### src/rctc_pkg.sv
// ----------------------------------------------------------------------------
// rctc_pkg - shared types, constants and microcode for the throttle curve ramp
// Holds field widths, register indexes, the S-curve tables, the control word
// layout and the read-only program that drives the datapath.
// ----------------------------------------------------------------------------
package rctc_pkg;

  // Field widths
  localparam int PW_W   = 15;  // pulse widths and pulse limits
  localparam int CV_W   = 11;  // signed throttle settings
  localparam int DB_W   = 10;  // deadband
  localparam int SPD_W  = 8;   // speeds and ramp step
  localparam int THR_W  = 16;  // mapped throttle

  // Divider widths: |num| <= 32767 * 2047 < 2^27, |den| <= 32767
  localparam int NUM_W  = 27;
  localparam int NUMS_W = NUM_W + 1;
  localparam int DEN_W  = 15;
  localparam int DENS_W = DEN_W + 1;
  localparam int CNT_W  = $clog2(NUM_W + 1);
  localparam int SUM_W  = NUMS_W + 1;

  localparam int THR_MAX = 32767;
  localparam int THR_MIN = -32768;

  // S-curve
  localparam int CURVE_POINTS = 12;
  localparam int K_W = $clog2(CURVE_POINTS);
  localparam logic [SPD_W-1:0] CURVE_IN [CURVE_POINTS] =
    '{8'd0, 8'd48, 8'd69, 8'd88, 8'd97, 8'd118, 8'd135, 8'd154, 8'd174, 8'd202, 8'd222,
      8'd255};
  localparam logic [SPD_W-1:0] CURVE_OUT [CURVE_POINTS] =
    '{8'd0, 8'd23, 8'd46, 8'd69, 8'd92, 8'd115, 8'd138, 8'd161, 8'd184, 8'd207, 8'd230,
      8'd255};

  // Configuration port
  localparam int CFG_IDX_W  = 4;
  localparam int CFG_DATA_W = 16;

  localparam logic [CFG_IDX_W-1:0] REG_PULSE_LOW        = 4'd0;
  localparam logic [CFG_IDX_W-1:0] REG_PULSE_HIGH       = 4'd1;
  localparam logic [CFG_IDX_W-1:0] REG_OUT_MIN          = 4'd2;
  localparam logic [CFG_IDX_W-1:0] REG_OUT_MAX          = 4'd3;
  localparam logic [CFG_IDX_W-1:0] REG_ABSENT_THRESHOLD = 4'd4;
  localparam logic [CFG_IDX_W-1:0] REG_IDLE_VALUE       = 4'd5;
  localparam logic [CFG_IDX_W-1:0] REG_DEADBAND         = 4'd6;
  localparam logic [CFG_IDX_W-1:0] REG_RAMP_STEP        = 4'd7;

  typedef struct packed {
    logic [PW_W-1:0]        pulse_low;
    logic [PW_W-1:0]        pulse_high;
    logic signed [CV_W-1:0] out_min;
    logic signed [CV_W-1:0] out_max;
    logic [PW_W-1:0]        absent_threshold;
    logic signed [CV_W-1:0] idle_value;
    logic [DB_W-1:0]        deadband;
    logic [SPD_W-1:0]       ramp_step;
  } cfg_t;

  localparam cfg_t CFG_RESET = '{
    pulse_low:        15'd875,
    pulse_high:       15'd2140,
    out_min:          -11'sd255,
    out_max:          11'sd255,
    absent_threshold: 15'd100,
    idle_value:       11'sd0,
    deadband:         10'd10,
    ramp_step:        8'd15
  };

  // Microcode
  localparam int PC_W   = 4;
  localparam int OP_W   = 4;
  localparam int COND_W = 4;

  localparam logic [OP_W-1:0] OP_NOP       = 4'd0;
  localparam logic [OP_W-1:0] OP_FETCH     = 4'd1;
  localparam logic [OP_W-1:0] OP_MAP       = 4'd2;
  localparam logic [OP_W-1:0] OP_DIV_START = 4'd3;
  localparam logic [OP_W-1:0] OP_DIV_STEP  = 4'd4;
  localparam logic [OP_W-1:0] OP_MAP_END   = 4'd5;
  localparam logic [OP_W-1:0] OP_CLAMP     = 4'd6;
  localparam logic [OP_W-1:0] OP_SEARCH    = 4'd7;
  localparam logic [OP_W-1:0] OP_SEG       = 4'd8;
  localparam logic [OP_W-1:0] OP_CURVE_END = 4'd9;
  localparam logic [OP_W-1:0] OP_RAMP      = 4'd10;

  localparam logic [COND_W-1:0] C_NEXT     = 4'd0;
  localparam logic [COND_W-1:0] C_ALWAYS   = 4'd1;
  localparam logic [COND_W-1:0] C_NO_REQ   = 4'd2;
  localparam logic [COND_W-1:0] C_BYPASS   = 4'd3;
  localparam logic [COND_W-1:0] C_DIV_MORE = 4'd4;
  localparam logic [COND_W-1:0] C_CLAMP    = 4'd5;
  localparam logic [COND_W-1:0] C_SEARCH   = 4'd6;
  localparam logic [COND_W-1:0] C_SEG_DONE = 4'd7;
  localparam logic [COND_W-1:0] C_OUT_BUSY = 4'd8;

  localparam logic [PC_W-1:0] STEP_FETCH     = 4'd0;
  localparam logic [PC_W-1:0] STEP_MAP       = 4'd1;
  localparam logic [PC_W-1:0] STEP_MAP_DIVS  = 4'd2;
  localparam logic [PC_W-1:0] STEP_MAP_DIVL  = 4'd3;
  localparam logic [PC_W-1:0] STEP_MAP_END   = 4'd4;
  localparam logic [PC_W-1:0] STEP_CLAMP     = 4'd5;
  localparam logic [PC_W-1:0] STEP_SEARCH    = 4'd6;
  localparam logic [PC_W-1:0] STEP_SEG       = 4'd7;
  localparam logic [PC_W-1:0] STEP_SEG_DIVS  = 4'd8;
  localparam logic [PC_W-1:0] STEP_SEG_DIVL  = 4'd9;
  localparam logic [PC_W-1:0] STEP_CURVE_END = 4'd10;
  localparam logic [PC_W-1:0] STEP_RAMP      = 4'd11;
  localparam logic [PC_W-1:0] STEP_WRAP      = 4'd12;

  typedef struct packed {
    logic [OP_W-1:0]   op;
    logic [COND_W-1:0] cond;
    logic [PC_W-1:0]   target;
  } ctrl_t;

  typedef struct packed {
    logic req_taken;
    logic bypass;
    logic div_more;
    logic clamp;
    logic search_more;
    logic seg_done;
    logic out_busy;
  } stat_t;

  // One control word per step; a taken condition jumps to target, else advance
  function automatic ctrl_t ctrl_rom(input logic [PC_W-1:0] pc);
    ctrl_t w;
    case (pc)
      STEP_FETCH:     w = '{op: OP_FETCH,     cond: C_NO_REQ,   target: STEP_FETCH};
      STEP_MAP:       w = '{op: OP_MAP,       cond: C_BYPASS,   target: STEP_CLAMP};
      STEP_MAP_DIVS:  w = '{op: OP_DIV_START, cond: C_NEXT,     target: STEP_FETCH};
      STEP_MAP_DIVL:  w = '{op: OP_DIV_STEP,  cond: C_DIV_MORE, target: STEP_MAP_DIVL};
      STEP_MAP_END:   w = '{op: OP_MAP_END,   cond: C_NEXT,     target: STEP_FETCH};
      STEP_CLAMP:     w = '{op: OP_CLAMP,     cond: C_CLAMP,    target: STEP_RAMP};
      STEP_SEARCH:    w = '{op: OP_SEARCH,    cond: C_SEARCH,   target: STEP_SEARCH};
      STEP_SEG:       w = '{op: OP_SEG,       cond: C_SEG_DONE, target: STEP_RAMP};
      STEP_SEG_DIVS:  w = '{op: OP_DIV_START, cond: C_NEXT,     target: STEP_FETCH};
      STEP_SEG_DIVL:  w = '{op: OP_DIV_STEP,  cond: C_DIV_MORE, target: STEP_SEG_DIVL};
      STEP_CURVE_END: w = '{op: OP_CURVE_END, cond: C_NEXT,     target: STEP_FETCH};
      STEP_RAMP:      w = '{op: OP_RAMP,      cond: C_OUT_BUSY, target: STEP_RAMP};
      STEP_WRAP:      w = '{op: OP_NOP,       cond: C_ALWAYS,   target: STEP_FETCH};
      default:        w = '{op: OP_NOP,       cond: C_ALWAYS,   target: STEP_FETCH};
    endcase
    return w;
  endfunction

endpackage

### src/rctc_div.sv
// ----------------------------------------------------------------------------
// rctc_div - restoring divider, one quotient bit per step
// Unsigned magnitudes in, unsigned quotient out; the caller handles signs.
// ----------------------------------------------------------------------------
module rctc_div (
  input  logic                        clk,
  input  logic                        rst,
  input  logic                        start,
  input  logic                        step,
  input  logic [rctc_pkg::NUM_W-1:0]  num_mag,
  input  logic [rctc_pkg::DEN_W-1:0]  den_mag,
  output logic [rctc_pkg::NUM_W-1:0]  quo,
  output logic                        more
);
  import rctc_pkg::*;

  logic [CNT_W-1:0] cnt;
  logic [DEN_W-1:0] rem;
  logic [DEN_W-1:0] den;
  logic [DEN_W:0]   shifted;
  logic             fits;

  assign shifted = {rem, quo[NUM_W-1]};
  assign fits    = shifted >= {1'b0, den};
  assign more    = cnt != CNT_W'(1);

  always_ff @(posedge clk) begin
    if (rst) begin
      cnt <= '0;
    end else if (start) begin
      cnt <= CNT_W'(NUM_W);
    end else if (step) begin
      cnt <= cnt - 1'b1;
    end
  end

  always_ff @(posedge clk) begin
    if (start) begin
      rem <= '0;
      den <= den_mag;
      quo <= num_mag;
    end else if (step) begin
      if (fits) begin
        rem <= DEN_W'(shifted - {1'b0, den});
      end else begin
        rem <= shifted[DEN_W-1:0];
      end
      quo <= {quo[NUM_W-2:0], fits};
    end
  end

endmodule

### src/rctc_seq.sv
// ----------------------------------------------------------------------------
// rctc_seq - step counter and control store
// Fetches one control word per step and resolves its conditional jump.
// ----------------------------------------------------------------------------
module rctc_seq (
  input  logic            clk,
  input  logic            rst,
  input  rctc_pkg::stat_t stat,
  output rctc_pkg::ctrl_t ctrl
);
  import rctc_pkg::*;

  logic [PC_W-1:0] pc;
  logic [PC_W-1:0] pc_next;
  logic            jump;

  assign ctrl = ctrl_rom(pc);

  always_comb begin
    case (ctrl.cond)
      C_NEXT:     jump = 1'b0;
      C_ALWAYS:   jump = 1'b1;
      C_NO_REQ:   jump = ~stat.req_taken;
      C_BYPASS:   jump = stat.bypass;
      C_DIV_MORE: jump = stat.div_more;
      C_CLAMP:    jump = stat.clamp;
      C_SEARCH:   jump = stat.search_more;
      C_SEG_DONE: jump = stat.seg_done;
      C_OUT_BUSY: jump = stat.out_busy;
      default:    jump = 1'b1;
    endcase
    pc_next = jump ? ctrl.target : pc + 1'b1;
  end

  always_ff @(posedge clk) begin
    if (rst) begin
      pc <= STEP_FETCH;
    end else begin
      pc <= pc_next;
    end
  end

endmodule

### src/rctc_datapath.sv
// ----------------------------------------------------------------------------
// rctc_datapath - map, curve and ramp datapath
// Executes the operation of the current control word and reports flags.
// ----------------------------------------------------------------------------
module rctc_datapath (
  input  logic                              clk,
  input  logic                              rst,
  input  rctc_pkg::ctrl_t                   ctrl,
  input  rctc_pkg::cfg_t                    cfg,
  output rctc_pkg::stat_t                   stat,
  input  logic                              in_valid,
  output logic                              in_ready,
  input  logic [rctc_pkg::PW_W-1:0]         pulse_width,
  output logic                              out_valid,
  input  logic                              out_ready,
  output logic signed [rctc_pkg::THR_W-1:0] throttle,
  output logic [rctc_pkg::SPD_W-1:0]        goal_speed,
  output logic [rctc_pkg::SPD_W-1:0]        speed,
  output logic                              signal_absent
);
  import rctc_pkg::*;

  // Working registers
  logic [PW_W-1:0]          p;
  logic                     absent;
  logic signed [NUMS_W-1:0] num;
  logic signed [DENS_W-1:0] den;
  logic                     q_neg;
  logic signed [THR_W-1:0]  thr;
  logic [K_W-1:0]           k;
  logic [SPD_W-1:0]         goal;
  logic [SPD_W-1:0]         last_speed;

  // Divider hookup
  logic                     div_start;
  logic                     div_step;
  logic [NUM_W-1:0]         num_mag;
  logic [DEN_W-1:0]         den_mag;
  logic [NUM_W-1:0]         quo;
  logic                     div_more;
  logic signed [NUMS_W-1:0] q_s;

  // Map terms
  logic                     absent_now;
  logic                     bypass;
  logic signed [DENS_W-1:0] p_off;
  logic signed [CV_W:0]     out_span;
  logic signed [NUMS_W-1:0] map_prod;
  logic signed [DENS_W-1:0] den_map;
  logic signed [SUM_W-1:0]  map_sum;
  logic signed [THR_W-1:0]  sat;
  logic signed [THR_W:0]    sat_x;
  logic signed [THR_W:0]    db_s;
  logic signed [THR_W-1:0]  thr_map;

  // Curve terms
  logic signed [THR_W-1:0]  in_k;
  logic signed [THR_W-1:0]  in_km1;
  logic signed [THR_W-1:0]  in_first;
  logic signed [THR_W-1:0]  in_last;
  logic signed [SPD_W:0]    seg_dy;
  logic signed [THR_W-1:0]  seg_dv;
  logic signed [THR_W-1:0]  seg_span;
  logic signed [NUMS_W-1:0] seg_prod;
  logic signed [NUMS_W-1:0] curve_sum;

  // Ramp terms
  logic [SPD_W:0]           step_sum;
  logic                     rise;
  logic [SPD_W-1:0]         spd;

  assign in_ready = ctrl.op == OP_FETCH;

  // ---- map ----
  assign absent_now = p < cfg.absent_threshold;

  assign bypass   = absent_now || (cfg.pulse_high == cfg.pulse_low);
  assign p_off    = $signed({1'b0, p}) - $signed({1'b0, cfg.pulse_low});
  assign out_span = $signed({cfg.out_max[CV_W-1], cfg.out_max})
                  - $signed({cfg.out_min[CV_W-1], cfg.out_min});
  assign map_prod = NUMS_W'(p_off) * NUMS_W'(out_span);
  assign den_map  = $signed({1'b0, cfg.pulse_high}) - $signed({1'b0, cfg.pulse_low});

  assign num_mag = num[NUMS_W-1] ? NUM_W'(-num) : NUM_W'(num);
  assign den_mag = den[DENS_W-1] ? DEN_W'(-den) : DEN_W'(den);
  assign q_s     = q_neg ? -$signed({1'b0, quo}) : $signed({1'b0, quo});

  assign map_sum = SUM_W'(q_s) + SUM_W'(cfg.out_min);

  always_comb begin
    if (map_sum > $signed(SUM_W'(THR_MAX))) begin
      sat = THR_W'(THR_MAX);
    end else if (map_sum < $signed(SUM_W'(THR_MIN))) begin
      sat = THR_W'(THR_MIN);
    end else begin
      sat = map_sum[THR_W-1:0];
    end
    sat_x = (THR_W+1)'(sat);
    db_s  = $signed({{(THR_W+1-DB_W){1'b0}}, cfg.deadband});
    if (sat_x < db_s && sat_x > -db_s) begin
      thr_map = '0;
    end else begin
      thr_map = sat;
    end
  end

  // ---- curve ----
  assign in_k     = $signed({{(THR_W-SPD_W){1'b0}}, CURVE_IN[k]});
  assign in_km1   = $signed({{(THR_W-SPD_W){1'b0}}, CURVE_IN[k - 1'b1]});
  assign in_first = $signed({{(THR_W-SPD_W){1'b0}}, CURVE_IN[0]});
  assign in_last  = $signed({{(THR_W-SPD_W){1'b0}}, CURVE_IN[CURVE_POINTS-1]});
  assign seg_dv   = thr - in_km1;
  assign seg_dy   = $signed({1'b0, CURVE_OUT[k]}) - $signed({1'b0, CURVE_OUT[k - 1'b1]});
  assign seg_span = in_k - in_km1;
  assign seg_prod = NUMS_W'(seg_dv) * NUMS_W'(seg_dy);
  assign curve_sum = q_s + $signed({{(NUMS_W-SPD_W){1'b0}}, CURVE_OUT[k - 1'b1]});

  // ---- ramp ----
  assign step_sum = {1'b0, last_speed} + {1'b0, cfg.ramp_step};
  assign rise     = (last_speed < goal) && (step_sum < {1'b0, goal});
  assign spd      = rise ? step_sum[SPD_W-1:0] : goal;

  // ---- status ----
  assign div_start = ctrl.op == OP_DIV_START;
  assign div_step  = ctrl.op == OP_DIV_STEP;

  always_comb begin
    stat.req_taken   = in_valid && in_ready;
    stat.bypass      = bypass;
    stat.div_more    = div_more;
    stat.clamp       = (thr <= in_first) || (thr >= in_last);
    stat.search_more = (k < K_W'(CURVE_POINTS - 1)) && (thr > in_k);
    stat.seg_done    = (thr == in_k) || (seg_span == '0);
    stat.out_busy    = out_valid && !out_ready;
  end

  rctc_div u_div (
    .clk     (clk),
    .rst     (rst),
    .start   (div_start),
    .step    (div_step),
    .num_mag (num_mag),
    .den_mag (den_mag),
    .quo     (quo),
    .more    (div_more)
  );

  // Control state: result valid and stored speed
  always_ff @(posedge clk) begin
    if (rst) begin
      out_valid  <= 1'b0;
      last_speed <= '0;
    end else if (ctrl.op == OP_RAMP && !stat.out_busy) begin
      out_valid  <= 1'b1;
      last_speed <= spd;
    end else if (out_ready) begin
      out_valid  <= 1'b0;
    end
  end

  // Payload
  always_ff @(posedge clk) begin
    case (ctrl.op)
      OP_FETCH: begin
        if (in_valid) begin
          p <= pulse_width;
        end
      end
      OP_MAP: begin
        absent <= absent_now;
        num    <= map_prod;
        den    <= den_map;
        thr    <= THR_W'(cfg.idle_value);
      end
      OP_DIV_START: begin
        q_neg <= num[NUMS_W-1] ^ den[DENS_W-1];
      end
      OP_MAP_END: begin
        thr <= thr_map;
      end
      OP_CLAMP: begin
        k <= K_W'(1);
        if (thr <= in_first) begin
          goal <= CURVE_OUT[0];
        end else begin
          goal <= CURVE_OUT[CURVE_POINTS-1];
        end
      end
      OP_SEARCH: begin
        if (stat.search_more) begin
          k <= k + 1'b1;
        end
      end
      OP_SEG: begin
        goal <= CURVE_OUT[k];
        num  <= seg_prod;
        den  <= seg_span;
      end
      OP_CURVE_END: begin
        goal <= curve_sum[SPD_W-1:0];
      end
      OP_RAMP: begin
        if (!stat.out_busy) begin
          throttle      <= thr;
          goal_speed    <= goal;
          speed         <= spd;
          signal_absent <= absent;
        end
      end
      default: begin
      end
    endcase
  end

endmodule

### src/rc_throttle_curve_ramp.sv
// ----------------------------------------------------------------------------
// rc_throttle_curve_ramp - RC throttle mapping, S-curve and speed ramp
// Top level: configuration registers, control sequencer and datapath.
// ----------------------------------------------------------------------------
// One request carries a measured pulse width and yields one result. The width
// is mapped linearly from [pulse_low, pulse_high] onto [out_min, out_max]
// (quotient truncated toward zero, saturated to 16 bits, deadband applied),
// or replaced by idle_value when the pulse is below absent_threshold or the
// pulse limits are equal. The throttle is shaped by a fixed 12-point S-curve
// and the resulting goal speed is ramped upward by at most ramp_step per
// request; drops take effect at once. The map and the curve interpolation
// each run 27 steps of a shared one-bit-per-cycle divider, the segment search
// walks the curve table one point per cycle, and the ramp step holds for as
// long as the previous result is still waiting in the output register. On the
// shortest path a taken request passes the map, clamp and ramp steps, and
// its result is registered at the ramp step.
// The next request is taken as soon as the program returns to its fetch step,
// even while the previous result still waits in the output register.
// Configuration writes are always accepted; write them only while no request
// is in flight.
// ----------------------------------------------------------------------------
module rc_throttle_curve_ramp (
  input  logic                                 clk,
  input  logic                                 rst,
  // configuration write channel
  input  logic                                 cfg_valid,
  output logic                                 cfg_ready,
  input  logic [rctc_pkg::CFG_IDX_W-1:0]       cfg_index,
  input  logic [rctc_pkg::CFG_DATA_W-1:0]      cfg_data,
  // request channel
  input  logic                                 in_valid,
  output logic                                 in_ready,
  input  logic [rctc_pkg::PW_W-1:0]            pulse_width,
  // result channel
  output logic                                 out_valid,
  input  logic                                 out_ready,
  output logic signed [rctc_pkg::THR_W-1:0]    throttle,
  output logic [rctc_pkg::SPD_W-1:0]           goal_speed,
  output logic [rctc_pkg::SPD_W-1:0]           speed,
  output logic                                 signal_absent
);
  import rctc_pkg::*;

  cfg_t  cfg;
  ctrl_t ctrl;
  stat_t stat;

  // Register file never stalls a write
  assign cfg_ready = 1'b1;

  // Hold settings; drop writes to unknown indexes
  always_ff @(posedge clk) begin
    if (rst) begin
      cfg <= CFG_RESET;
    end else if (cfg_valid && cfg_ready) begin
      case (cfg_index)
        REG_PULSE_LOW:        cfg.pulse_low        <= cfg_data[PW_W-1:0];
        REG_PULSE_HIGH:       cfg.pulse_high       <= cfg_data[PW_W-1:0];
        REG_OUT_MIN:          cfg.out_min          <= $signed(cfg_data[CV_W-1:0]);
        REG_OUT_MAX:          cfg.out_max          <= $signed(cfg_data[CV_W-1:0]);
        REG_ABSENT_THRESHOLD: cfg.absent_threshold <= cfg_data[PW_W-1:0];
        REG_IDLE_VALUE:       cfg.idle_value       <= $signed(cfg_data[CV_W-1:0]);
        REG_DEADBAND:         cfg.deadband         <= cfg_data[DB_W-1:0];
        REG_RAMP_STEP:        cfg.ramp_step        <= cfg_data[SPD_W-1:0];
        default: begin
        end
      endcase
    end
  end

  // Step counter and control store
  rctc_seq u_seq (
    .clk  (clk),
    .rst  (rst),
    .stat (stat),
    .ctrl (ctrl)
  );

  // Datapath driven by the current control word
  rctc_datapath u_dp (
    .clk           (clk),
    .rst           (rst),
    .ctrl          (ctrl),
    .cfg           (cfg),
    .stat          (stat),
    .in_valid      (in_valid),
    .in_ready      (in_ready),
    .pulse_width   (pulse_width),
    .out_valid     (out_valid),
    .out_ready     (out_ready),
    .throttle      (throttle),
    .goal_speed    (goal_speed),
    .speed         (speed),
    .signal_absent (signal_absent)
  );

`ifndef SYNTHESIS
  // After taking a request the program leaves its fetch step
  a_one_request_at_a_time: assert property (@(posedge clk) disable iff (rst)
    in_valid && in_ready |=> !in_ready)
    else $error("request accepted while previous one still in progress");

  // The ramp never overshoots the goal
  a_speed_not_above_goal: assert property (@(posedge clk) disable iff (rst)
    out_valid |-> speed <= goal_speed)
    else $error("speed above goal speed");

  // Absent signal always reports the idle throttle
  a_absent_gives_idle: assert property (@(posedge clk) disable iff (rst)
    out_valid && signal_absent |-> throttle == THR_W'(cfg.idle_value))
    else $error("absent signal without idle throttle");
`endif

endmodule

### config.mk
export PLATFORM = sky130hd
export DESIGN_NAME = rc_throttle_curve_ramp
export DESIGN_NICKNAME = d
export VERILOG_FILES = /design/src/rctc_pkg.sv /design/src/rctc_div.sv /design/src/rctc_seq.sv /design/src/rctc_datapath.sv /design/src/rc_throttle_curve_ramp.sv
export SDC_FILE = /design/constraint.sdc
export NUM_CORES = 2
export LEC_CHECK = 0
export BUFFER_PORTS_ARGS = -buffer_cell sky130_fd_sc_hd__buf_2
export CAP_MARGIN = 20
export CORE_MARGIN = 5
export CORE_UTILIZATION = 65
export CTS_CLUSTER_DIAMETER = 200
export DETAILED_ROUTE_END_ITERATION = 12
export PLACE_DENSITY_LB_ADDON = 0.15
export SKIP_CTS_REPAIR_TIMING = 1
export SYNTH_ARGS = -nofsm -noshare
export SYNTH_HDL_FRONTEND = slang
export SYNTH_SLANG_ARGS = --single-unit
export TNS_END_PERCENT = 100
### constraint.sdc
create_clock -name clk -period 11.59 [get_ports clk]
set_clock_uncertainty 0.05 [all_clocks]
set_input_delay 2.318 -clock clk [delete_from_list [all_inputs] [get_ports clk]]
set_output_delay 2.318 -clock clk [all_outputs]
set_load 0.02 [all_outputs]
==> run_results.csv <==
group,metric,value,unit
status,outcome,"complete, no violations",
logic_synthesis,seq_area_frac_synth,23.8,%
global_routing,grt_pass1_vias,26488,
worst_hold_path,hp-class,"flip-flop to flip-flop",
logic_synthesis,yosys_most_used_dff,"edfxtp_1",
layout,nets,4349,
routing,wl,86.0,mm
layout,final_util,69.8,%
sta,rsz0062_at_grt,"no",
worst_hold_path,min_delay_worst_endpoint,"u_dp.signal_absent",
place,dp_hpwl,69.2,mm
worst_setup_path,r2r_start,"u_dp.k[0]",
logic_synthesis,syn_area_per_cell,8.89,µm²
clock_network,htreeDepth,2,
worst_setup_path,arrival,11.16,ns
worst_setup_path,r2r_cells,38,
clock_network,clkTransAtPathRegs,0.06,ns
logic_synthesis,yosysWarnings,0,
sta,final.setup.tns,0,ns
worst_hold_path,whs_path_depth,0,
logic_synthesis,synth_area,0.0325,mm²
floorplan,placementRows,82,
global_routing,gr-total-overflow,0,
logic_synthesis,synth_edf_count,164,
routing,drt_first_pass_iters,6,
global_routing,track_usage,32.0,%
worst_setup_path,path_class,"flip-flop to flip-flop",
worst_setup_path,critPathMaxStageDelay,0.62,ns
worst_setup_path,crit_slowest_cell,"o41ai_1",
logic_synthesis,yosysUniqueCellTypes,84,
worst_setup_path,end_kind,"flip-flop",
place,portBuffers,73,
routing,wl_per_cell,19.6,µm
worst_setup_path,path_max_fanout,12,
floorplan,design.portCount,76,
logic_synthesis,synth.net_count,4321,
layout,drive_above_1_share,6.11,%
worst_setup_path,timing.critical_path.buf_inv,7,
worst_setup_path,crit_family,"compound AO/OA/AOI/OAI gates",
floorplan,dieWidth,234,µm
logic_synthesis,ys_seq_elements,305,
sta,drv_slew,0,
routing,detail-route-antenna-nets,0,
clock_network,cts_tree,"built",
clock_network,clk_latency,0.57,ns
floorplan,start_util,65.2,%
worst_setup_path,crit_path_start_kind,"flip-flop",
sta,fmax,0.0923,GHz
logic_synthesis,postSynthCellCount,3658,
sta,fin_crit,10.83,ns
worst_hold_path,hp-start,"u_dp.absent",
sta,timing.final.crit_share,93.4,%
clock_network,clk_path_buf_depth,3,
routing,dr_total_vias,26054,
routing,vias_per_cell,5.94,
run,drv_cap,0,
sta,worst_pin_slew,1.16,ns
routing,drt_iter0_drc,1909,
layout,antenna_cells,0,
global_routing,grt_max_degree,86,
worst_setup_path,r2r_slack,0.76,ns
global_routing,antenna_found_initial,2,
global_routing,grt_pass1_wl,140,mm
worst_setup_path,crit_top_cell,"inv_1",
worst_setup_path,r2r_end,"u_dp.num[25]",
clock_network,clock-root-buffer,"clkbuf_16",
layout,synthToLayoutAreaGrowth,6.95,%
sta,setup_violations,0,
clock_network,cts_made_buffers,36,
place,place.gp.congestion,0.973,
layout,layout_common_cells,"inv_1 (509), nand2_1 (445), ha_1 (314)",
floorplan,core_area,0.0499,mm²
worst_setup_path,path_depth,38,
sta,hold_violations,0,
worst_setup_path,cp.required,11.92,ns
floorplan,die_h,234,µm
routing,drc_errors,0,
layout,final_common_cell,"inv_1",
sta,slew_headroom,22.4,%
logic_synthesis,synthArstFlopShare,0,%
floorplan,dieArea,0.0546,mm²
clock_network,clock-sinks,305,
sequential cells by signal, indices dropped and copies added (netlist names):
signal              flops
cfg                    96
u_dp.absent             1
u_dp.den               16
u_dp.goal               8
u_dp.goal_speed         8
u_dp.k                  4
u_dp.last_speed         8
u_dp.num               28
u_dp.out_valid          1
u_dp.p                 15
u_dp.q_neg              1
u_dp.signal_absent      1
u_dp.speed              8
u_dp.thr               16
u_dp.throttle          16
u_dp.u_div.cnt          5
u_dp.u_div.den         15
u_dp.u_div.quo         27
u_dp.u_div.rem         15
u_seq.ctrl             12
u_seq.pc                4
cell families (layout without fill, tap and decap cells):
group,count (synthesis),in the layout,share of synthesized area (%)
DFF,305,305,23.8
and+or+nand+nor,1147,1147,16.3
AOI/OAI and AO/OA,662,662,13.4
xor gates and xnor gates,231,231,6.22
adders and majority gates,624,624,31.1
muxes,58,58,1.80
buffers and inverters,630,686,7.39
other,1,1,0.0115
layout make-up:
type	instances	area, µm²
Clock inverter	16	141
Inverter	510	1910
Multi-Input combinational cell	2723	22400
Fill cell	4028	15100
Tap cell	672	841
Clock buffer	50	1060
Timing Repair Buffer	110	674
Sequential cell	305	7750
metrics by stage:
step                      worst slack (ns)  cells  cell area, µm²  hold WS [ns]
after floorplan                       2.17   3658           32500         0.350
after global placement                1.05   4315           33500         0.371
after detailed placement             0.891   4315           33500         0.387
after CTS                            0.830   4381           34700         0.403
after global routing                 0.133   4386           34800         0.409
final                                0.760   4386           34800         0.409
synth_stat cells (15+ instances only):
cell type,count,share of area [%]
nand4_1,19,0.37
or2_2,22,0.42
and3_1,22,0.42
o21a_1,20,0.46
nor3_1,47,0.72
nor2b_1,68,1.3
nand3_1,29,0.45
o21ai_0,168,2.6
nor2_1,295,3.4
clkbuf_1,107,1.2
mux2i_1,55,1.7
a21boi_0,24,0.55
dfxtp_1,141,8.7
edfxtp_1,164,15
o41ai_1,15,0.40
xnor2_1,150,4.0
nand2_1,446,5.1
inv_1,509,5.9
a211o_1,32,0.86
o31ai_1,28,0.65
or3_1,40,0.77
nand2b_1,83,1.6
a21oi_1,181,2.8
xor2_1,81,2.2
o21bai_1,16,0.37
ha_1,314,12
a21o_1,54,1.2
and2_1,22,0.42
fa_1,309,19
worst max path at each step:
stage | start | end
2_1_floorplan | u_dp.k[0] | u_dp.num[27]
3_3_place_gp | u_dp.k[0] | u_dp.num[27]
3_5_place_dp | u_dp.k[0] | u_dp.num[25]
4_1_cts | u_dp.k[0] | u_dp.num[25]
5_1_grt | u_dp.k[2] | u_dp.num[25]
6_report | u_dp.k[0] | u_dp.num[25]
metal layers:
metal,global-route usage (%),vias up,share of wire (%)
met5,0,-,0.015
met4,10.0,2,3.4
met3,4.08,157,6.5
met2,53.7,887,48
met1,43.7,12786,42
li1,-,12222,-
Power is not shown: default switching activity piles up to over one toggle a cycle in this logic, so the estimate is an artifact.
